[src/sv/mts_pkg.sv]
// shared types, constants and the note frequency table of the melody tone sequencer
`timescale 1ns / 1ps
package mts_pkg;

  localparam int SONG_DEPTH_DEF = 256;

  localparam int REQ_W    = 3;
  localparam int FREQ_W   = 16;
  localparam int IDX_W    = 8;
  localparam int NOTE_W   = 5;
  localparam int LEN_W    = 3;
  localparam int RATE_W   = 20;
  localparam int WHOLE_W  = 16;
  localparam int SLEN_W   = 9;
  localparam int TICK_W   = 16;
  localparam int PERIOD_W = 20;
  localparam int CMP_W    = 19;
  localparam int MODE_W   = 2;
  localparam int POS_W    = 8;
  localparam int DIVD_W   = RATE_W + 1;
  localparam int CFG_AW   = 4;
  localparam int CFG_DW   = 32;
  localparam int IN_DW    = 32;
  localparam int OUT_DW   = 56;

  localparam logic [REQ_W-1:0] REQ_TICK  = 3'd0;
  localparam logic [REQ_W-1:0] REQ_PLAY  = 3'd1;
  localparam logic [REQ_W-1:0] REQ_PAUSE = 3'd2;
  localparam logic [REQ_W-1:0] REQ_TONE  = 3'd3;
  localparam logic [REQ_W-1:0] REQ_LOAD  = 3'd4;

  localparam logic [MODE_W-1:0] MODE_OFF  = 2'd0;
  localparam logic [MODE_W-1:0] MODE_SONG = 2'd1;
  localparam logic [MODE_W-1:0] MODE_TONE = 2'd2;

  localparam logic [1:0] REG_BASE_RATE = 2'd0;
  localparam logic [1:0] REG_WHOLE     = 2'd1;
  localparam logic [1:0] REG_SONG_LEN  = 2'd2;

  localparam logic [RATE_W-1:0]  BASE_RATE_RST = 20'd100000;
  localparam logic [WHOLE_W-1:0] WHOLE_RST     = 16'd1600;
  localparam logic [SLEN_W-1:0]  SONG_LEN_RST  = 9'd1;

  typedef enum logic [2:0] {
    ST_IDLE,
    ST_EXEC,
    ST_NOTE,
    ST_DIV,
    ST_OUT
  } state_t;

  typedef enum logic {
    SRC_TONE,
    SRC_ROM
  } div_src_t;

  typedef struct packed {
    logic     capture;
    logic     exec;
    logic     note;
    logic     div_start;
    div_src_t div_src;
    logic     div_commit;
    logic     out_load;
  } cmd_t;

  typedef struct packed {
    logic [REQ_W-1:0] req;
    logic             song_mode;
    logic             note_due;
    logic             freq_zero;
    logic             note_silent;
    logic             div_done;
    logic             out_free;
  } sts_t;

  function automatic logic [FREQ_W-1:0] note_freq(input logic [NOTE_W-1:0] code);
    logic [FREQ_W-1:0] f;
    case (code)
      5'd1:    f = 16'd262;
      5'd2:    f = 16'd277;
      5'd3:    f = 16'd294;
      5'd4:    f = 16'd311;
      5'd5:    f = 16'd330;
      5'd6:    f = 16'd349;
      5'd7:    f = 16'd370;
      5'd8:    f = 16'd392;
      5'd9:    f = 16'd415;
      5'd10:   f = 16'd440;
      5'd11:   f = 16'd466;
      5'd12:   f = 16'd494;
      5'd13:   f = 16'd523;
      5'd14:   f = 16'd554;
      5'd15:   f = 16'd587;
      5'd16:   f = 16'd622;
      5'd17:   f = 16'd659;
      5'd18:   f = 16'd698;
      5'd19:   f = 16'd740;
      5'd20:   f = 16'd784;
      5'd21:   f = 16'd831;
      5'd22:   f = 16'd880;
      5'd23:   f = 16'd932;
      5'd24:   f = 16'd988;
      default: f = 16'd0;
    endcase
    return f;
  endfunction

  function automatic logic is_silent_note(input logic [NOTE_W-1:0] code);
    return !(code inside {[5'd1:5'd24]});
  endfunction

endpackage

[src/sv/melody_tone_sequencer.sv]
// top level: register port, controller and datapath of the melody tone sequencer
// play, pause, load, plain ticks and zero tone pass from idle through the execute and output states;
// a tick that starts a rest note adds the note state; a tone request, and a tick that
// starts a sounding note, also wait in the divide state for the bit-serial period divider
// throughput: one request in work at a time, the next one taken the cycle after its result
// a finished result waits in the output register while the next request is taken
// synchronous active-low reset clears control and sequencer state, not the song memory
`timescale 1ns / 1ps
module melody_tone_sequencer #(
  parameter int SONG_DEPTH = mts_pkg::SONG_DEPTH_DEF
) (
  input  logic                        clk,
  input  logic                        rst_n,
  input  logic                        in_tvalid,
  output logic                        in_tready,
  // tone_freq[15:0], entry_index[23:16], entry_note[28:24], entry_length[31:29]
  input  logic [mts_pkg::IN_DW-1:0]   in_tdata,
  // req_type[2:0]
  input  logic [mts_pkg::REQ_W-1:0]   in_tuser,
  output logic                        out_tvalid,
  input  logic                        out_tready,
  // pwm_period[19:0], pwm_compare[38:20], pwm_running[39], play_mode[41:40],
  // song_position[49:42], zero fill[55:50]
  output logic [mts_pkg::OUT_DW-1:0]  out_tdata,
  // period_update[0]
  output logic [0:0]                  out_tuser,
  input  logic                        cfg_psel,
  input  logic                        cfg_penable,
  input  logic                        cfg_pwrite,
  input  logic [mts_pkg::CFG_AW-1:0]  cfg_paddr,
  input  logic [mts_pkg::CFG_DW-1:0]  cfg_pwdata,
  output logic [mts_pkg::CFG_DW-1:0]  cfg_prdata,
  output logic                        cfg_pready
);
  import mts_pkg::*;

  logic [RATE_W-1:0]  base_rate_r, base_rate_nxt;
  logic [WHOLE_W-1:0] whole_r, whole_nxt;
  logic [SLEN_W-1:0]  slen_r, slen_nxt;
  logic               cfg_wr;
  logic [1:0]         cfg_sel;
  cmd_t               cmd;
  sts_t               sts;

  assign cfg_pready = 1'b1;
  assign cfg_wr     = cfg_psel && cfg_penable && cfg_pwrite;
  assign cfg_sel    = cfg_paddr[3:2];

  always_comb begin
    base_rate_nxt = base_rate_r;
    whole_nxt     = whole_r;
    slen_nxt      = slen_r;
    if (cfg_wr) begin
      case (cfg_sel)
        REG_BASE_RATE: base_rate_nxt = cfg_pwdata[RATE_W-1:0];
        REG_WHOLE:     whole_nxt     = cfg_pwdata[WHOLE_W-1:0];
        REG_SONG_LEN:  slen_nxt      = cfg_pwdata[SLEN_W-1:0];
        default: begin
        end
      endcase
    end
  end

  always_comb begin
    case (cfg_sel)
      REG_BASE_RATE: cfg_prdata = CFG_DW'(base_rate_r);
      REG_WHOLE:     cfg_prdata = CFG_DW'(whole_r);
      REG_SONG_LEN:  cfg_prdata = CFG_DW'(slen_r);
      default:       cfg_prdata = '0;
    endcase
  end

  always_ff @(posedge clk) begin
    if (!rst_n) begin
      base_rate_r <= BASE_RATE_RST;
      whole_r     <= WHOLE_RST;
      slen_r      <= SONG_LEN_RST;
    end else begin
      base_rate_r <= base_rate_nxt;
      whole_r     <= whole_nxt;
      slen_r      <= slen_nxt;
    end
  end

  mts_ctrl u_ctrl (
    .clk      (clk),
    .rst_n    (rst_n),
    .in_tvalid(in_tvalid),
    .in_tready(in_tready),
    .sts      (sts),
    .cmd      (cmd)
  );

  mts_datapath #(
    .SONG_DEPTH(SONG_DEPTH)
  ) u_datapath (
    .clk             (clk),
    .rst_n           (rst_n),
    .cmd             (cmd),
    .sts             (sts),
    .in_tdata        (in_tdata),
    .in_tuser        (in_tuser),
    .out_tvalid      (out_tvalid),
    .out_tready      (out_tready),
    .out_tdata       (out_tdata),
    .out_tuser       (out_tuser),
    .base_rate       (base_rate_r),
    .whole_note_ticks(whole_r),
    .song_length     (slen_r)
  );

endmodule

[src/sv/mts_ram.sv]
// generic single-port-write ram with registered read
`timescale 1ns / 1ps
module mts_ram #(
  parameter int WIDTH = 8,
  parameter int DEPTH = 256
) (
  input  logic                     clk,
  input  logic                     we,
  input  logic [$clog2(DEPTH)-1:0] waddr,
  input  logic [WIDTH-1:0]         wdata,
  input  logic [$clog2(DEPTH)-1:0] raddr,
  output logic [WIDTH-1:0]         rdata
);

  logic [WIDTH-1:0] mem [DEPTH];
  logic [WIDTH-1:0] rdata_r;

  always_ff @(posedge clk) begin
    if (we) begin
      mem[waddr] <= wdata;
    end
    rdata_r <= mem[raddr];
  end

  assign rdata = rdata_r;

endmodule

[src/sv/mts_div.sv]
// iterative restoring divider, one quotient bit per cycle
`timescale 1ns / 1ps
module mts_div (
  input  logic                      clk,
  input  logic                      rst_n,
  input  logic                      start,
  input  logic [mts_pkg::DIVD_W-1:0] dividend,
  input  logic [mts_pkg::FREQ_W-1:0] divisor,
  output logic                      busy,
  output logic [mts_pkg::DIVD_W-1:0] quotient
);
  import mts_pkg::*;

  localparam int CNT_W = $clog2(DIVD_W + 1);

  logic [DIVD_W-1:0] q_r, q_nxt;
  logic [FREQ_W-1:0] rem_r, rem_nxt;
  logic [FREQ_W-1:0] dvs_r, dvs_nxt;
  logic [CNT_W-1:0]  cnt_r, cnt_nxt;
  logic              busy_r, busy_nxt;
  logic [FREQ_W:0]   trial;
  logic [FREQ_W:0]   diff;

  always_comb begin
    trial    = {rem_r, q_r[DIVD_W-1]};
    diff     = trial - {1'b0, dvs_r};
    q_nxt    = q_r;
    rem_nxt  = rem_r;
    dvs_nxt  = dvs_r;
    cnt_nxt  = cnt_r;
    busy_nxt = busy_r;
    if (start) begin
      q_nxt    = dividend;
      rem_nxt  = '0;
      dvs_nxt  = divisor;
      cnt_nxt  = CNT_W'(DIVD_W);
      busy_nxt = 1'b1;
    end else if (busy_r) begin
      if (trial >= {1'b0, dvs_r}) begin
        rem_nxt = diff[FREQ_W-1:0];
        q_nxt   = {q_r[DIVD_W-2:0], 1'b1};
      end else begin
        rem_nxt = trial[FREQ_W-1:0];
        q_nxt   = {q_r[DIVD_W-2:0], 1'b0};
      end
      cnt_nxt = cnt_r - CNT_W'(1);
      if (cnt_r == CNT_W'(1)) begin
        busy_nxt = 1'b0;
      end
    end
  end

  always_ff @(posedge clk) begin
    if (!rst_n) begin
      busy_r <= 1'b0;
      cnt_r  <= '0;
    end else begin
      busy_r <= busy_nxt;
      cnt_r  <= cnt_nxt;
    end
    q_r   <= q_nxt;
    rem_r <= rem_nxt;
    dvs_r <= dvs_nxt;
  end

  assign busy     = busy_r;
  assign quotient = q_r;

endmodule

[src/sv/mts_datapath.sv]
// sequencer state, song memory, period divider and output register
`timescale 1ns / 1ps
module mts_datapath #(
  parameter int SONG_DEPTH = mts_pkg::SONG_DEPTH_DEF
) (
  input  logic                        clk,
  input  logic                        rst_n,
  input  mts_pkg::cmd_t               cmd,
  output mts_pkg::sts_t               sts,
  input  logic [mts_pkg::IN_DW-1:0]   in_tdata,
  input  logic [mts_pkg::REQ_W-1:0]   in_tuser,
  output logic                        out_tvalid,
  input  logic                        out_tready,
  output logic [mts_pkg::OUT_DW-1:0]  out_tdata,
  output logic [0:0]                  out_tuser,
  input  logic [mts_pkg::RATE_W-1:0]  base_rate,
  input  logic [mts_pkg::WHOLE_W-1:0] whole_note_ticks,
  input  logic [mts_pkg::SLEN_W-1:0]  song_length
);
  import mts_pkg::*;

  localparam int AW = $clog2(SONG_DEPTH);
  localparam int CW = (AW + 1 > SLEN_W) ? AW + 1 : SLEN_W;
  localparam logic [CW-1:0] DEPTH_C = CW'(SONG_DEPTH);

  logic [REQ_W-1:0]    req_r, req_nxt;
  logic [FREQ_W-1:0]   freq_r, freq_nxt;
  logic [IDX_W-1:0]    idx_r, idx_nxt;
  logic [NOTE_W-1:0]   enote_r, enote_nxt;
  logic [LEN_W-1:0]    elen_r, elen_nxt;
  logic [MODE_W-1:0]   mode_r, mode_nxt;
  logic [TICK_W-1:0]   tick_r, tick_nxt;
  logic [TICK_W-1:0]   nticks_r, nticks_nxt;
  logic [AW-1:0]       pos_r, pos_nxt;
  logic [PERIOD_W-1:0] period_r, period_nxt;
  logic [CMP_W-1:0]    cmp_r, cmp_nxt;
  logic                run_r, run_nxt;
  logic                upd_r, upd_nxt;
  logic                out_valid_r, out_valid_nxt;
  logic [OUT_DW-1:0]   out_data_r, out_data_nxt;
  logic                out_user_r, out_user_nxt;

  logic [NOTE_W+LEN_W-1:0] rd_data;
  logic [NOTE_W-1:0]       rd_note;
  logic [LEN_W-1:0]        rd_len;
  logic                    ram_we;
  logic [CW-1:0]           idx_ext;
  logic [CW-1:0]           pos_ext;
  logic [CW-1:0]           pos_inc;
  logic [CW-1:0]           slen_ext;
  logic [CW-1:0]           eff_len;
  logic [FREQ_W-1:0]       div_divisor;
  logic [DIVD_W-1:0]       div_dividend;
  logic                    div_busy;
  logic [DIVD_W-1:0]       div_quot;

  assign rd_note  = rd_data[NOTE_W+LEN_W-1:LEN_W];
  assign rd_len   = rd_data[LEN_W-1:0];
  assign idx_ext  = {{(CW-IDX_W){1'b0}}, idx_r};
  assign pos_ext  = {{(CW-AW){1'b0}}, pos_r};
  assign pos_inc  = pos_ext + CW'(1);
  assign slen_ext = {{(CW-SLEN_W){1'b0}}, song_length};

  always_comb begin
    if (slen_ext == '0) begin
      eff_len = CW'(1);
    end else if (slen_ext > DEPTH_C) begin
      eff_len = DEPTH_C;
    end else begin
      eff_len = slen_ext;
    end
  end

  mts_ram #(
    .WIDTH(NOTE_W + LEN_W),
    .DEPTH(SONG_DEPTH)
  ) u_song_ram (
    .clk  (clk),
    .we   (ram_we),
    .waddr(idx_ext[AW-1:0]),
    .wdata({enote_r, elen_r}),
    .raddr(pos_r),
    .rdata(rd_data)
  );

  assign div_divisor  = (cmd.div_src == SRC_TONE) ? freq_r : note_freq(rd_note);
  assign div_dividend = {1'b0, base_rate} + DIVD_W'(div_divisor[FREQ_W-1:1]);

  mts_div u_div (
    .clk     (clk),
    .rst_n   (rst_n),
    .start   (cmd.div_start),
    .dividend(div_dividend),
    .divisor (div_divisor),
    .busy    (div_busy),
    .quotient(div_quot)
  );

  always_comb begin
    req_nxt       = req_r;
    freq_nxt      = freq_r;
    idx_nxt       = idx_r;
    enote_nxt     = enote_r;
    elen_nxt      = elen_r;
    mode_nxt      = mode_r;
    tick_nxt      = tick_r;
    nticks_nxt    = nticks_r;
    pos_nxt       = pos_r;
    period_nxt    = period_r;
    cmp_nxt       = cmp_r;
    run_nxt       = run_r;
    upd_nxt       = upd_r;
    out_valid_nxt = out_valid_r;
    out_data_nxt  = out_data_r;
    out_user_nxt  = out_user_r;
    ram_we        = 1'b0;

    if (cmd.capture) begin
      req_nxt   = in_tuser;
      freq_nxt  = in_tdata[15:0];
      idx_nxt   = in_tdata[23:16];
      enote_nxt = in_tdata[28:24];
      elen_nxt  = in_tdata[31:29];
      upd_nxt   = 1'b0;
    end

    if (cmd.exec) begin
      case (req_r)
        REQ_TICK: begin
          if (mode_r == MODE_SONG) begin
            tick_nxt = tick_r + TICK_W'(1);
          end
        end
        REQ_PLAY: begin
          mode_nxt = MODE_SONG;
          run_nxt  = 1'b1;
        end
        REQ_PAUSE: begin
          mode_nxt = MODE_OFF;
          run_nxt  = 1'b0;
        end
        REQ_TONE: begin
          mode_nxt = MODE_TONE;
          run_nxt  = 1'b1;
          upd_nxt  = 1'b1;
          if (freq_r == '0) begin
            period_nxt = '0;
            cmp_nxt    = '0;
          end
        end
        REQ_LOAD: begin
          ram_we = (idx_ext < DEPTH_C);
        end
        default: begin
        end
      endcase
    end

    if (cmd.note) begin
      upd_nxt    = 1'b1;
      nticks_nxt = whole_note_ticks >> rd_len;
      tick_nxt   = TICK_W'(1);
      if (is_silent_note(rd_note)) begin
        cmp_nxt = '0;
      end
      if (pos_inc >= eff_len) begin
        pos_nxt  = '0;
        run_nxt  = 1'b0;
        mode_nxt = MODE_OFF;
      end else begin
        pos_nxt = pos_inc[AW-1:0];
      end
    end

    if (cmd.div_commit) begin
      period_nxt = div_quot[PERIOD_W-1:0];
      cmp_nxt    = div_quot[PERIOD_W-1:1];
      upd_nxt    = 1'b1;
    end

    if (out_valid_r && out_tready) begin
      out_valid_nxt = 1'b0;
    end
    if (cmd.out_load) begin
      out_valid_nxt = 1'b1;
      out_data_nxt  = {6'b0, pos_ext[POS_W-1:0], mode_r, run_r, cmp_r, period_r};
      out_user_nxt  = upd_r;
    end
  end

  always_ff @(posedge clk) begin
    if (!rst_n) begin
      mode_r      <= MODE_OFF;
      tick_r      <= '0;
      nticks_r    <= '0;
      pos_r       <= '0;
      period_r    <= '0;
      cmp_r       <= '0;
      run_r       <= 1'b0;
      upd_r       <= 1'b0;
      out_valid_r <= 1'b0;
    end else begin
      mode_r      <= mode_nxt;
      tick_r      <= tick_nxt;
      nticks_r    <= nticks_nxt;
      pos_r       <= pos_nxt;
      period_r    <= period_nxt;
      cmp_r       <= cmp_nxt;
      run_r       <= run_nxt;
      upd_r       <= upd_nxt;
      out_valid_r <= out_valid_nxt;
    end
    req_r      <= req_nxt;
    freq_r     <= freq_nxt;
    idx_r      <= idx_nxt;
    enote_r    <= enote_nxt;
    elen_r     <= elen_nxt;
    out_data_r <= out_data_nxt;
    out_user_r <= out_user_nxt;
  end

  assign sts.req         = req_r;
  assign sts.song_mode   = (mode_r == MODE_SONG);
  assign sts.note_due    = (tick_r >= nticks_r);
  assign sts.freq_zero   = (freq_r == '0);
  assign sts.note_silent = is_silent_note(rd_note);
  assign sts.div_done    = !div_busy;
  assign sts.out_free    = !out_valid_r || out_tready;

  assign out_tvalid = out_valid_r;
  assign out_tdata  = out_data_r;
  assign out_tuser  = out_user_r;

endmodule

[src/sv/mts_ctrl.sv]
// request sequencing state machine
`timescale 1ns / 1ps
module mts_ctrl (
  input  logic          clk,
  input  logic          rst_n,
  input  logic          in_tvalid,
  output logic          in_tready,
  input  mts_pkg::sts_t sts,
  output mts_pkg::cmd_t cmd
);
  import mts_pkg::*;

  state_t state_r, state_nxt;
  logic   note_start;

  assign note_start = (sts.req == REQ_TICK) && sts.song_mode && sts.note_due;

  always_comb begin
    state_nxt = state_r;
    case (state_r)
      ST_IDLE: begin
        if (in_tvalid) begin
          state_nxt = ST_EXEC;
        end
      end
      ST_EXEC: begin
        if (note_start) begin
          state_nxt = ST_NOTE;
        end else if (sts.req == REQ_TONE && !sts.freq_zero) begin
          state_nxt = ST_DIV;
        end else begin
          state_nxt = ST_OUT;
        end
      end
      ST_NOTE: begin
        state_nxt = sts.note_silent ? ST_OUT : ST_DIV;
      end
      ST_DIV: begin
        if (sts.div_done) begin
          state_nxt = ST_OUT;
        end
      end
      ST_OUT: begin
        if (sts.out_free) begin
          state_nxt = ST_IDLE;
        end
      end
      default: begin
        state_nxt = ST_IDLE;
      end
    endcase
  end

  always_comb begin
    cmd       = '0;
    in_tready = 1'b0;
    case (state_r)
      ST_IDLE: begin
        in_tready   = 1'b1;
        cmd.capture = in_tvalid;
      end
      ST_EXEC: begin
        if (!note_start) begin
          cmd.exec = 1'b1;
          if (sts.req == REQ_TONE && !sts.freq_zero) begin
            cmd.div_start = 1'b1;
            cmd.div_src   = SRC_TONE;
          end
        end
      end
      ST_NOTE: begin
        cmd.note = 1'b1;
        if (!sts.note_silent) begin
          cmd.div_start = 1'b1;
          cmd.div_src   = SRC_ROM;
        end
      end
      ST_DIV: begin
        cmd.div_commit = sts.div_done;
      end
      ST_OUT: begin
        cmd.out_load = sts.out_free;
      end
      default: begin
      end
    endcase
  end

  always_ff @(posedge clk) begin
    if (!rst_n) begin
      state_r <= ST_IDLE;
    end else begin
      state_r <= state_nxt;
    end
  end

endmodule

[config.mk]
export PLATFORM = sky130hd
export DESIGN_NAME = melody_tone_sequencer
export DESIGN_NICKNAME = d
export VERILOG_FILES = /design/src/sv/mts_pkg.sv /design/src/sv/melody_tone_sequencer.sv /design/src/sv/mts_ram.sv /design/src/sv/mts_div.sv /design/src/sv/mts_datapath.sv /design/src/sv/mts_ctrl.sv
export SDC_FILE = /design/constraint.sdc
export NUM_CORES = 2
export LEC_CHECK = 0
export BUFFER_PORTS_ARGS = -buffer_cell sky130_fd_sc_hd__buf_2
export CAP_MARGIN = 20
export CORE_AREA = 2 2 430 432
export DETAILED_ROUTE_END_ITERATION = 8
export DIE_AREA = 0 0 432 434
export PLACE_DENSITY_LB_ADDON = 0.2
export SLEW_MARGIN = 10
export SYNTH_ARGS = -nofsm -noshare
export SYNTH_HDL_FRONTEND = slang
export SYNTH_SLANG_ARGS = --single-unit
export TNS_END_PERCENT = 5
[constraint.sdc]
create_clock -name clk -period 3.7 [get_ports clk]
set_input_delay 0.37 -clock clk [delete_from_list [all_inputs] [get_ports clk]]
set_output_delay 0.37 -clock clk [all_outputs]
set_load 0.005 [all_outputs]
After elaboration in Yosys (flattened, before gate mapping)
Memory sizes are Yosys's and may differ from the RTL's. A register that Yosys moved wholly into a read port is not among the register bits.
Index checks and enable logic that the tools add are counted.
{ "classes": {"addsub": 5, "order_cmp": 7, "eq_ne": 15, "shifts": 1, "muxes": 65, "bitwise_logic": 1, "reduce_logical": 34} }
{ "op_table": {"columns": ["cell", "count"], "rows": [
  ["19-bit two-way mux", 6],
  ["20-bit two-way mux", 4],
  ["20-bit one-hot mux with 3 select lines", 1],
  ["21-bit two-way mux", 2],
  ["16-bit two-way mux", 2],
  ["1-bit two-way mux", 29],
  ["20-bit by 15-bit adder with 21-bit output", 1],
  ["3-bit two-way mux", 6],
  ["9-bit two-way mux", 2],
  ["17-bit by 16-bit greater-or-equal comparator with 1-bit output", 1],
  ["16-bit by 1-bit adder with 16-bit output, second input constant", 1],
  ["16-bit greater-or-equal comparator", 1],
  ["16-bit logical NOT", 1],
  ["2-bit nonzero test", 8],
  ["16-bit by 3-bit right shift with 16-bit output", 1],
  ["16-bit subtractor", 1],
  ["3-bit one-hot mux with 5 select lines", 1],
  ["3-bit by 2-bit == test with 1-bit output, second input constant", 4],
  ["2-bit two-way mux", 6],
  ["3-bit AND reduction", 4],
  ["5-bit two-way mux", 2],
  ["8-bit by 1-bit adder with 9-bit output, second input constant", 1],
  ["9-bit greater-or-equal comparator", 1],
  ["9-bit greater-than comparator, second input constant", 1],
  ["other kinds (24)", 41]
]} }
{ "word_totals": {"register_bits": 277, "ramBits": 2048, "rom_bits": 320, "out_inout_bits": 92, "n_memories": 2} }
{ "mem_list": {"columns": ["memory", "words", "width", "read_ports", "rd_ports_with_merged_regs", "write_ports", "line", "source"], "rows": [
  ["u_datapath.u_song_ram.mem", 256, 8, 1, 1, 1, "mts_ram.sv:15", "logic [WIDTH-1:0] mem [DEPTH];"],
  ["(name not given)", 32, 10, 1, 0, 0, "mts_pkg.sv:79", "case (code)"]
]} }

Longest topological paths before layout
{ "depth": {"word_depth": 9, "ltp_mapped": 20, "depth_no_buf": 18} }

Cells and area by module
A second synthesis with hierarchy kept.
{ "unflattened": {"cells_unflattened": 5141, "area_unflattened_um2": 93883.8} }
{ "modules_own_cells": {"columns": ["module", "instances", "cells_per_inst", "area_each_um2", "seq_area_each_um2"], "rows": [
  ["mts_ram", 1, 3733, 79556.3, 61659.1],
  ["mts_datapath", 1, 836, 8593.2, 4264.1],
  ["mts_div", 1, 288, 3234.4, 1551.5],
  ["melody_tone_sequencer", 1, 247, 2198.4, 900.9],
  ["mts_ctrl", 1, 37, 301.5, 60.1]
]} }

Least setup slack after synthesis
OpenSTA, ideal clock, no wires.
{ "synth_path": {"path_kind": "register -> register", "start": "register u_datapath.u_song_ram.rdata_r[3] (netlist: u_datapath.u_song_ram.rdata[3]) (read register of u_datapath.u_song_ram.mem)", "end": "register u_datapath.u_div.q_r[17] (netlist: u_datapath.u_div.quotient[17]), data pin", "t_arrival_ns": 3.821, "t_required_ns": 3.439, "setup_slack_ns": -0.383, "stages_incl_launch_ff": 19, "n_path_buf": 2, "period_less_slack_ns": 4.083, "path_cell_list": "dfxtp_1 inv_1 ha_1 nand2_1 a32o_1 or2_2 buf_2 clkbuf_1 nand2_1 o21ai_0 ha_1 or4_1 o21a_1 a31oi_1 o21ai_0 a31oi_1 o21ai_0 mux2i_1 nand3_1"} }
{ "synth_via": {"elab_chain_cells": 7, "elab_cells_between_ends": 9, "classes_between": "1 x add/sub; 2 x order compare; 4 x mux; 1 x reduce/logical; 1 x memory"} }
{ "synth_lines": {"columns": ["item", "line", "source"], "rows": [
  ["start, declared", "mts_ram.sv:16", "logic [WIDTH-1:0] rdata_r;"],
  ["5-bit by 1-bit greater-or-equal comparator with 1-bit output or 5-bit less-or-equal comparator (tied branches)", "mts_pkg.sv:110", "return !(code inside {[5'd1:5'd24]});"],
  ["1-bit logical AND", "mts_pkg.sv:110", null],
  ["2-bit two-way mux", "mts_ctrl.sv:73", "if (!sts.note_silent) begin"],
  ["2-bit one-hot mux with 2 select lines", "mts_ctrl.sv:57", "case (state_r)"],
  ["16-bit two-way mux (*)", "mts_datapath.sv:86", "assign div_divisor = (cmd.div_src == SRC_TONE) ? freq_r : note_freq(rd_note);"],
  ["net u_datapath.div_divisor[5]", "mts_datapath.sv:52", "logic [FREQ_W-1:0] div_divisor;"],
  ["20-bit by 15-bit adder with 21-bit output (*)", "mts_datapath.sv:87", "assign div_dividend = {1'b0, base_rate} + DIVD_W'(div_divisor[FREQ_W-1:1]);"],
  ["21-bit two-way mux (*)", "mts_div.sv:32", "if (start) begin"],
  ["net u_datapath.u_div.q_nxt[17]", "mts_div.sv:16", "logic [DIVD_W-1:0] q_r, q_nxt;"],
  ["end signal, assigned", "mts_div.sv:61", "q_r <= q_nxt;"],
  ["end, declared", "mts_div.sv:16", null]
]} }
The timed path passes the listed nets; every way through them passes the cells marked *.
A chain may end at the register's enable or synchronous reset.

Final worst setup path
{ "layout_path": {"start": "register u_datapath.u_song_ram.rdata_r[3] (netlist: u_datapath.u_song_ram.rdata[3]) (read register of u_datapath.u_song_ram.mem)", "end": "register u_datapath.u_div.q_r[16] (netlist: u_datapath.u_div.quotient[16]), data pin"} }
The elaborated chain is that of the path after synthesis.

==> impl_metrics.prom <==
# TYPE chip_impl_metric gauge
chip_impl_info{name="run_status",value="finished clean"} 1
chip_impl_metric{name="overflow",unit=""} 0
chip_impl_metric{name="cp_data_arrival_time",unit="ns"} 4.14
chip_impl_metric{name="finalClockSkew",unit="ns"} 0.0418
chip_impl_metric{name="syn-mean-instance-area",unit="sq um"} 19.4
chip_impl_metric{name="synth-xor-area-share",unit=""} 0.00388
chip_impl_metric{name="grt_start_max_net_pins",unit=""} 153
chip_impl_metric{name="setup_total_negative_slack",unit="ns"} 0
chip_impl_metric{name="power.density",unit="nW/um^2"} 499
chip_impl_metric{name="synth-adder-area-share",unit=""} 0.00962
chip_impl_metric{name="hpwl_dp",unit="um"} 142000
chip_impl_metric{name="hold_viol",unit=""} 0
chip_impl_metric{name="fin_nets",unit=""} 5600
chip_impl_metric{name="drive_gt1_frac",unit=""} 0.299
chip_impl_metric{name="y_dimension_of_the_die",unit="um"} 434
chip_impl_metric{name="cts.htree.levels",unit=""} 4
chip_impl_info{name="crit-reg2reg-capture",value="u_datapath.u_div.quotient[16]$_DFFE_PP_"} 1
chip_impl_metric{name="proportion_of_synthesized_area_in_mux_cells",unit=""} 0.167
chip_impl_metric{name="grt_pass1_wl",unit="um"} 323000
chip_impl_metric{name="postPlaceCellArea",unit="sq um"} 99700
chip_impl_metric{name="final.setup.worst_slack",unit="ns"} 0.147
chip_impl_metric{name="routed_wire_length_per_instance",unit="um"} 27.5
chip_impl_metric{name="synth-compound-area-share",unit=""} 0.0260
chip_impl_metric{name="final_cell_area",unit="sq um"} 108000
chip_impl_info{name="worst_setup_path_start_kind",value="register"} 1
chip_impl_metric{name="post_layout_nonfiller_instances",unit=""} 8033
chip_impl_metric{name="timing.final.setup_violations",unit=""} 0
chip_impl_metric{name="clk_pin_slew",unit="ns"} 0.06
chip_impl_metric{name="placeableCoreArea",unit="sq um"} 182000
chip_impl_metric{name="die_w",unit="um"} 432
chip_impl_info{name="postSynth.topFlopCell",value="edfxtp_1"} 1
chip_impl_info{name="hold_path_class",value="primary input to register"} 1
chip_impl_metric{name="worst-slew-pin-transition",unit="ns"} 1.05
chip_impl_metric{name="tightest_slew_margin_relative_to_the_limit",unit=""} 0.296
chip_impl_metric{name="top_level_pins",unit=""} 170
chip_impl_metric{name="vias_in_the_first_global_route",unit=""} 47880
chip_impl_info{name="rsz_0062_raised_after_global_routing",value="yes"} 1
chip_impl_info{name="end_kind",value="register"} 1
chip_impl_metric{name="synth_simple_gate_area_frac",unit=""} 0.0386
chip_impl_metric{name="synth-edff-count",unit=""} 2171
chip_impl_metric{name="detail_routed_via_count_per_cell",unit=""} 5.95
chip_impl_info{name="timing_worst_setup_path_type",value="register to register"} 1
chip_impl_metric{name="dpl.cell_count",unit=""} 7537
chip_impl_metric{name="fillers",unit=""} 13178
chip_impl_metric{name="cts_buffers",unit=""} 228
chip_impl_metric{name="number_of_synthesized_register_bits",unit=""} 2333
chip_impl_metric{name="area_growth_syn_to_layout",unit="%"} 16.4
chip_impl_metric{name="site_rows",unit=""} 157
chip_impl_metric{name="ff2ff_setup_slack",unit="ns"} 0.15
chip_impl_metric{name="initial_core_util",unit=""} 0.507
chip_impl_metric{name="final-max-slew-violation-count",unit=""} 0
chip_impl_metric{name="drt_pre_antenna_iters",unit=""} 5
chip_impl_info{name="cp-startpoint",value="u_datapath.u_song_ram.rdata[3]$_DFF_P_"} 1
chip_impl_metric{name="groute.usage.overall",unit=""} 0.236
chip_impl_metric{name="post-route-period-util",unit=""} 0.960
chip_impl_metric{name="drc",unit=""} 0
chip_impl_info{name="ctsRootBufferMaster",value="clkbuf_16"} 1
chip_impl_metric{name="cp_max_fo",unit=""} 7
chip_impl_metric{name="cts_sinks",unit=""} 2333
chip_impl_metric{name="final_period_minus_worst_setup_slack",unit="ns"} 3.55
chip_impl_info{name="largest_family_of_logic_cells_by_synthesized_area",value="multiplexers"} 1
chip_impl_metric{name="seq_area_frac_synth",unit=""} 0.739
chip_impl_metric{name="max_freq",unit="MHz"} 281
chip_impl_metric{name="buffer_ports.inserted",unit=""} 136
chip_impl_metric{name="antenna_found_initial",unit=""} 2
chip_impl_metric{name="maxCapViolations",unit=""} 0
chip_impl_metric{name="routed_wl",unit="um"} 221000
chip_impl_metric{name="ant_nets",unit=""} 0
chip_impl_metric{name="r2r_cells",unit=""} 19
chip_impl_metric{name="synth_cells",unit=""} 4765
chip_impl_metric{name="post_synth_instance_area",unit="sq um"} 92600
chip_impl_info{name="worst_setup_path_endpoint",value="u_datapath.u_div.quotient[16]$_DFFE_PP_"} 1
chip_impl_metric{name="detailroute.via_count",unit=""} 47779
chip_impl_info{name="crit-reg2reg-launch",value="u_datapath.u_song_ram.rdata[3]$_DFF_P_"} 1
chip_impl_metric{name="asyncSetResetFlopFracSynth",unit=""} 0
chip_impl_metric{name="max_ir_drop_vdd",unit="V"} 0.000391
chip_impl_metric{name="dp_slack",unit="ns"} -0.0727
chip_impl_info{name="cts_tree",value="done"} 1
chip_impl_metric{name="timing.critical_path.required",unit="ns"} 4.29
chip_impl_metric{name="gp_congestion",unit=""} 0.894
chip_impl_metric{name="p_leak",unit="uW"} 0.0344
chip_impl_metric{name="fp.dieArea",unit="sq um"} 187000
chip_impl_metric{name="netlist-cell-type-count",unit=""} 66
chip_impl_metric{name="yosysWarningCount",unit=""} 0
chip_impl_metric{name="clk-insertion-delay-late",unit="ns"} 0.85
chip_impl_metric{name="drt_iter0_drc",unit=""} 4931
chip_impl_metric{name="cts_buffer_depth",unit=""} 3
-- cell type report --
class                   instances  area (sq um)  share of cell area
diodes                          1          2.50           0.0000232
clock buffers                 294          6150              0.0571
clock inverters               131          1050             0.00970
inverters                      64           246             0.00229
multi-input cells            2103         23000               0.213
flip-flops and latches       2333         68500               0.635
well taps                    2385          2980              0.0277
repair buffers                722          5910              0.0548
-- where the power goes --
group / switching (uW) / internal, uW
combinational: 1440 / 808
clock: 9630 / 12700
sequential: 180 / 29100
total: 11200 / 42600
-- registers in the layout, summed over array words and instances, names as in the netlist, 2 cells and up --
signal and flops:
u_datapath.cmp_r 19, u_datapath.u_song_ram.mem 2048, u_datapath.pos_r 8, u_datapath.out_tdata 50, u_datapath.freq_r 16, whole_r 16, u_datapath.u_div.rem_r 16, u_datapath.req_r 3
u_datapath.idx_r 8, u_datapath.u_div.quotient 21, u_datapath.nticks_r 16, base_rate_r 20, u_datapath.elen_r 3, u_datapath.enote_r 5, u_datapath.tick_r 16, u_datapath.u_div.cnt_r 5
u_datapath.u_song_ram.rdata 8, slen_r 9, u_datapath.u_div.dvs_r 16, u_datapath.mode_r 2, u_datapath.period_r 20, u_ctrl.state_r 3
-- logic make-up (layout without fill, tap and decap cells) --
logic type | after synthesis | in the layout
flops | 2333 | 2333
fa+ha+maj | 70 | 70
other cells | 2 | 20
buf+inv | 346 | 1211
mux | 745 | 745
xor+xnor | 41 | 41
compound gates | 393 | 393
simple gates | 835 | 835
-- layout by cell type (no fill, tap or decap), types with 18 or more instances in the layout --
master and instances:
ha_1 64, and2_1 19, buf_2 137, edfxtp_1 2171
xor2_1 20, inv_1 59, clkinv_1 58, nor3_1 33
o22ai_1 21, dlygate4sd3_1 63, buf_12 51, buf_4 469
mux4_2 636, o21ai_0 65, a21oi_1 158, nand2_1 271
conb_1 19, nor2_1 352, clkbuf_16 237, dfxtp_1 154
xnor2_1 21, clkbuf_1 55, mux2i_1 93, nand3_1 35
clkinv_2 46, a21o_1 18
-- cell usage after synthesis (all sizes together), types with 5 or more instances --
library cell     n  area [sq um]
o21a             8          60.1
xor2            20           175
a22oi           13          97.6
a31oi           11          68.8
a311oi          10          87.6
a221oi          11          96.3
nor3b            9          67.6
a211oi          19           160
or3             11          68.8
edfxtp        2171         65200
a32o             5          50.1
nor3            35           175
and2            20           125
o22ai           21           131
a21oi          160           801
nand3           41           205
mux2i           93           931
nand2          281          1050
o211ai          10          75.1
a21o            18           135
buf            112           581
nor2b           17           106
or4              6          45.0
mux2            16           180
dfxtp          162          3240
nand4           16           100
clkbuf         170           638
o31ai            6          45.0
xnor2           21           184
nand2b          12          75.1
ha              68           851
inv             63           236
nor2           353          1330
mux4           636         14300
and3            13          81.3
o31a             5          43.8
o21ai           76           380
nor4            11          68.8
-- critical path: stages, from the launching register on --
cell and delay (ns):
dfxtp_4 0.37, inv_4 0.07, ha_4 0.13, nand2_2 0.04
a32o_2 0.28, or2_4 0.29, buf_12 0.15, nand2_4 0.07
o21ai_4 0.06, ha_4 0.17, inv_2 0.05, fa_2 0.23
nor2b_4 0.05, o31a_1 0.32, o311ai_4 0.26, a21oi_2 0.12
o311ai_2 0.30, a21boi_1 0.13, xnor2_1 0.17, o21ai_1 0.07
-- repair_timing --
item                                    CTS  global route
hold buffers                             63             0
pin swaps                                 8            14
setup buffers                             2             3
endpoints found under the hold margin    88             0
endpoints found under the setup margin    9            11
resized for setup                         5            28
gates cloned                              0             1
-- metrics by stage --
step	hold slack, ns	util	total power (uW)
2_1_floorplan	0.403	-	31200
3_3_place_gp	0.414	0.546	31900
3_5_place_dp	0.418	0.546	32000
4_1_cts	0.0166	0.590	54200
5_1_grt	0.0812	0.591	55400
6_report	0.106	0.591	53800
-- worst min-delay path by stage --
stage | from | to | slack (ns) | cells past startpoint
after floorplan | u_datapath.pos_r[2]$_SDFFE_PN0N_ | u_datapath.out_tdata[44]$_DFFE_PP_ | 0.40 | 0
after global placement | u_datapath.period_r[7]$_SDFFE_PN0P_ | u_datapath.out_tdata[7]$_DFFE_PP_ | 0.41 | 0
after detailed placement | u_datapath.period_r[10]$_SDFFE_PN0P_ | u_datapath.out_tdata[10]$_DFFE_PP_ | 0.42 | 0
after CTS | cfg_pwrite | slen_r[7]$_SDFFE_PN0P_ | 0.02 | 5
after global routing | cfg_pwrite | slen_r[7]$_SDFFE_PN0P_ | 0.08 | 5
final | cfg_pwrite | slen_r[0]$_SDFFE_PN1P_ | 0.11 | 5
-- metal layers --
layer | global-route usage | vias up | wire length, um
met2 | 0.385 | 1644 | 110000
met5 | 0 | - | 0
li1 | - | 20668 | -
met4 | 0.0687 | 0 | 6150
met3 | 0.0348 | 315 | 13500
met1 | 0.333 | 25152 | 91700
(Power assumes the default switching activity.)
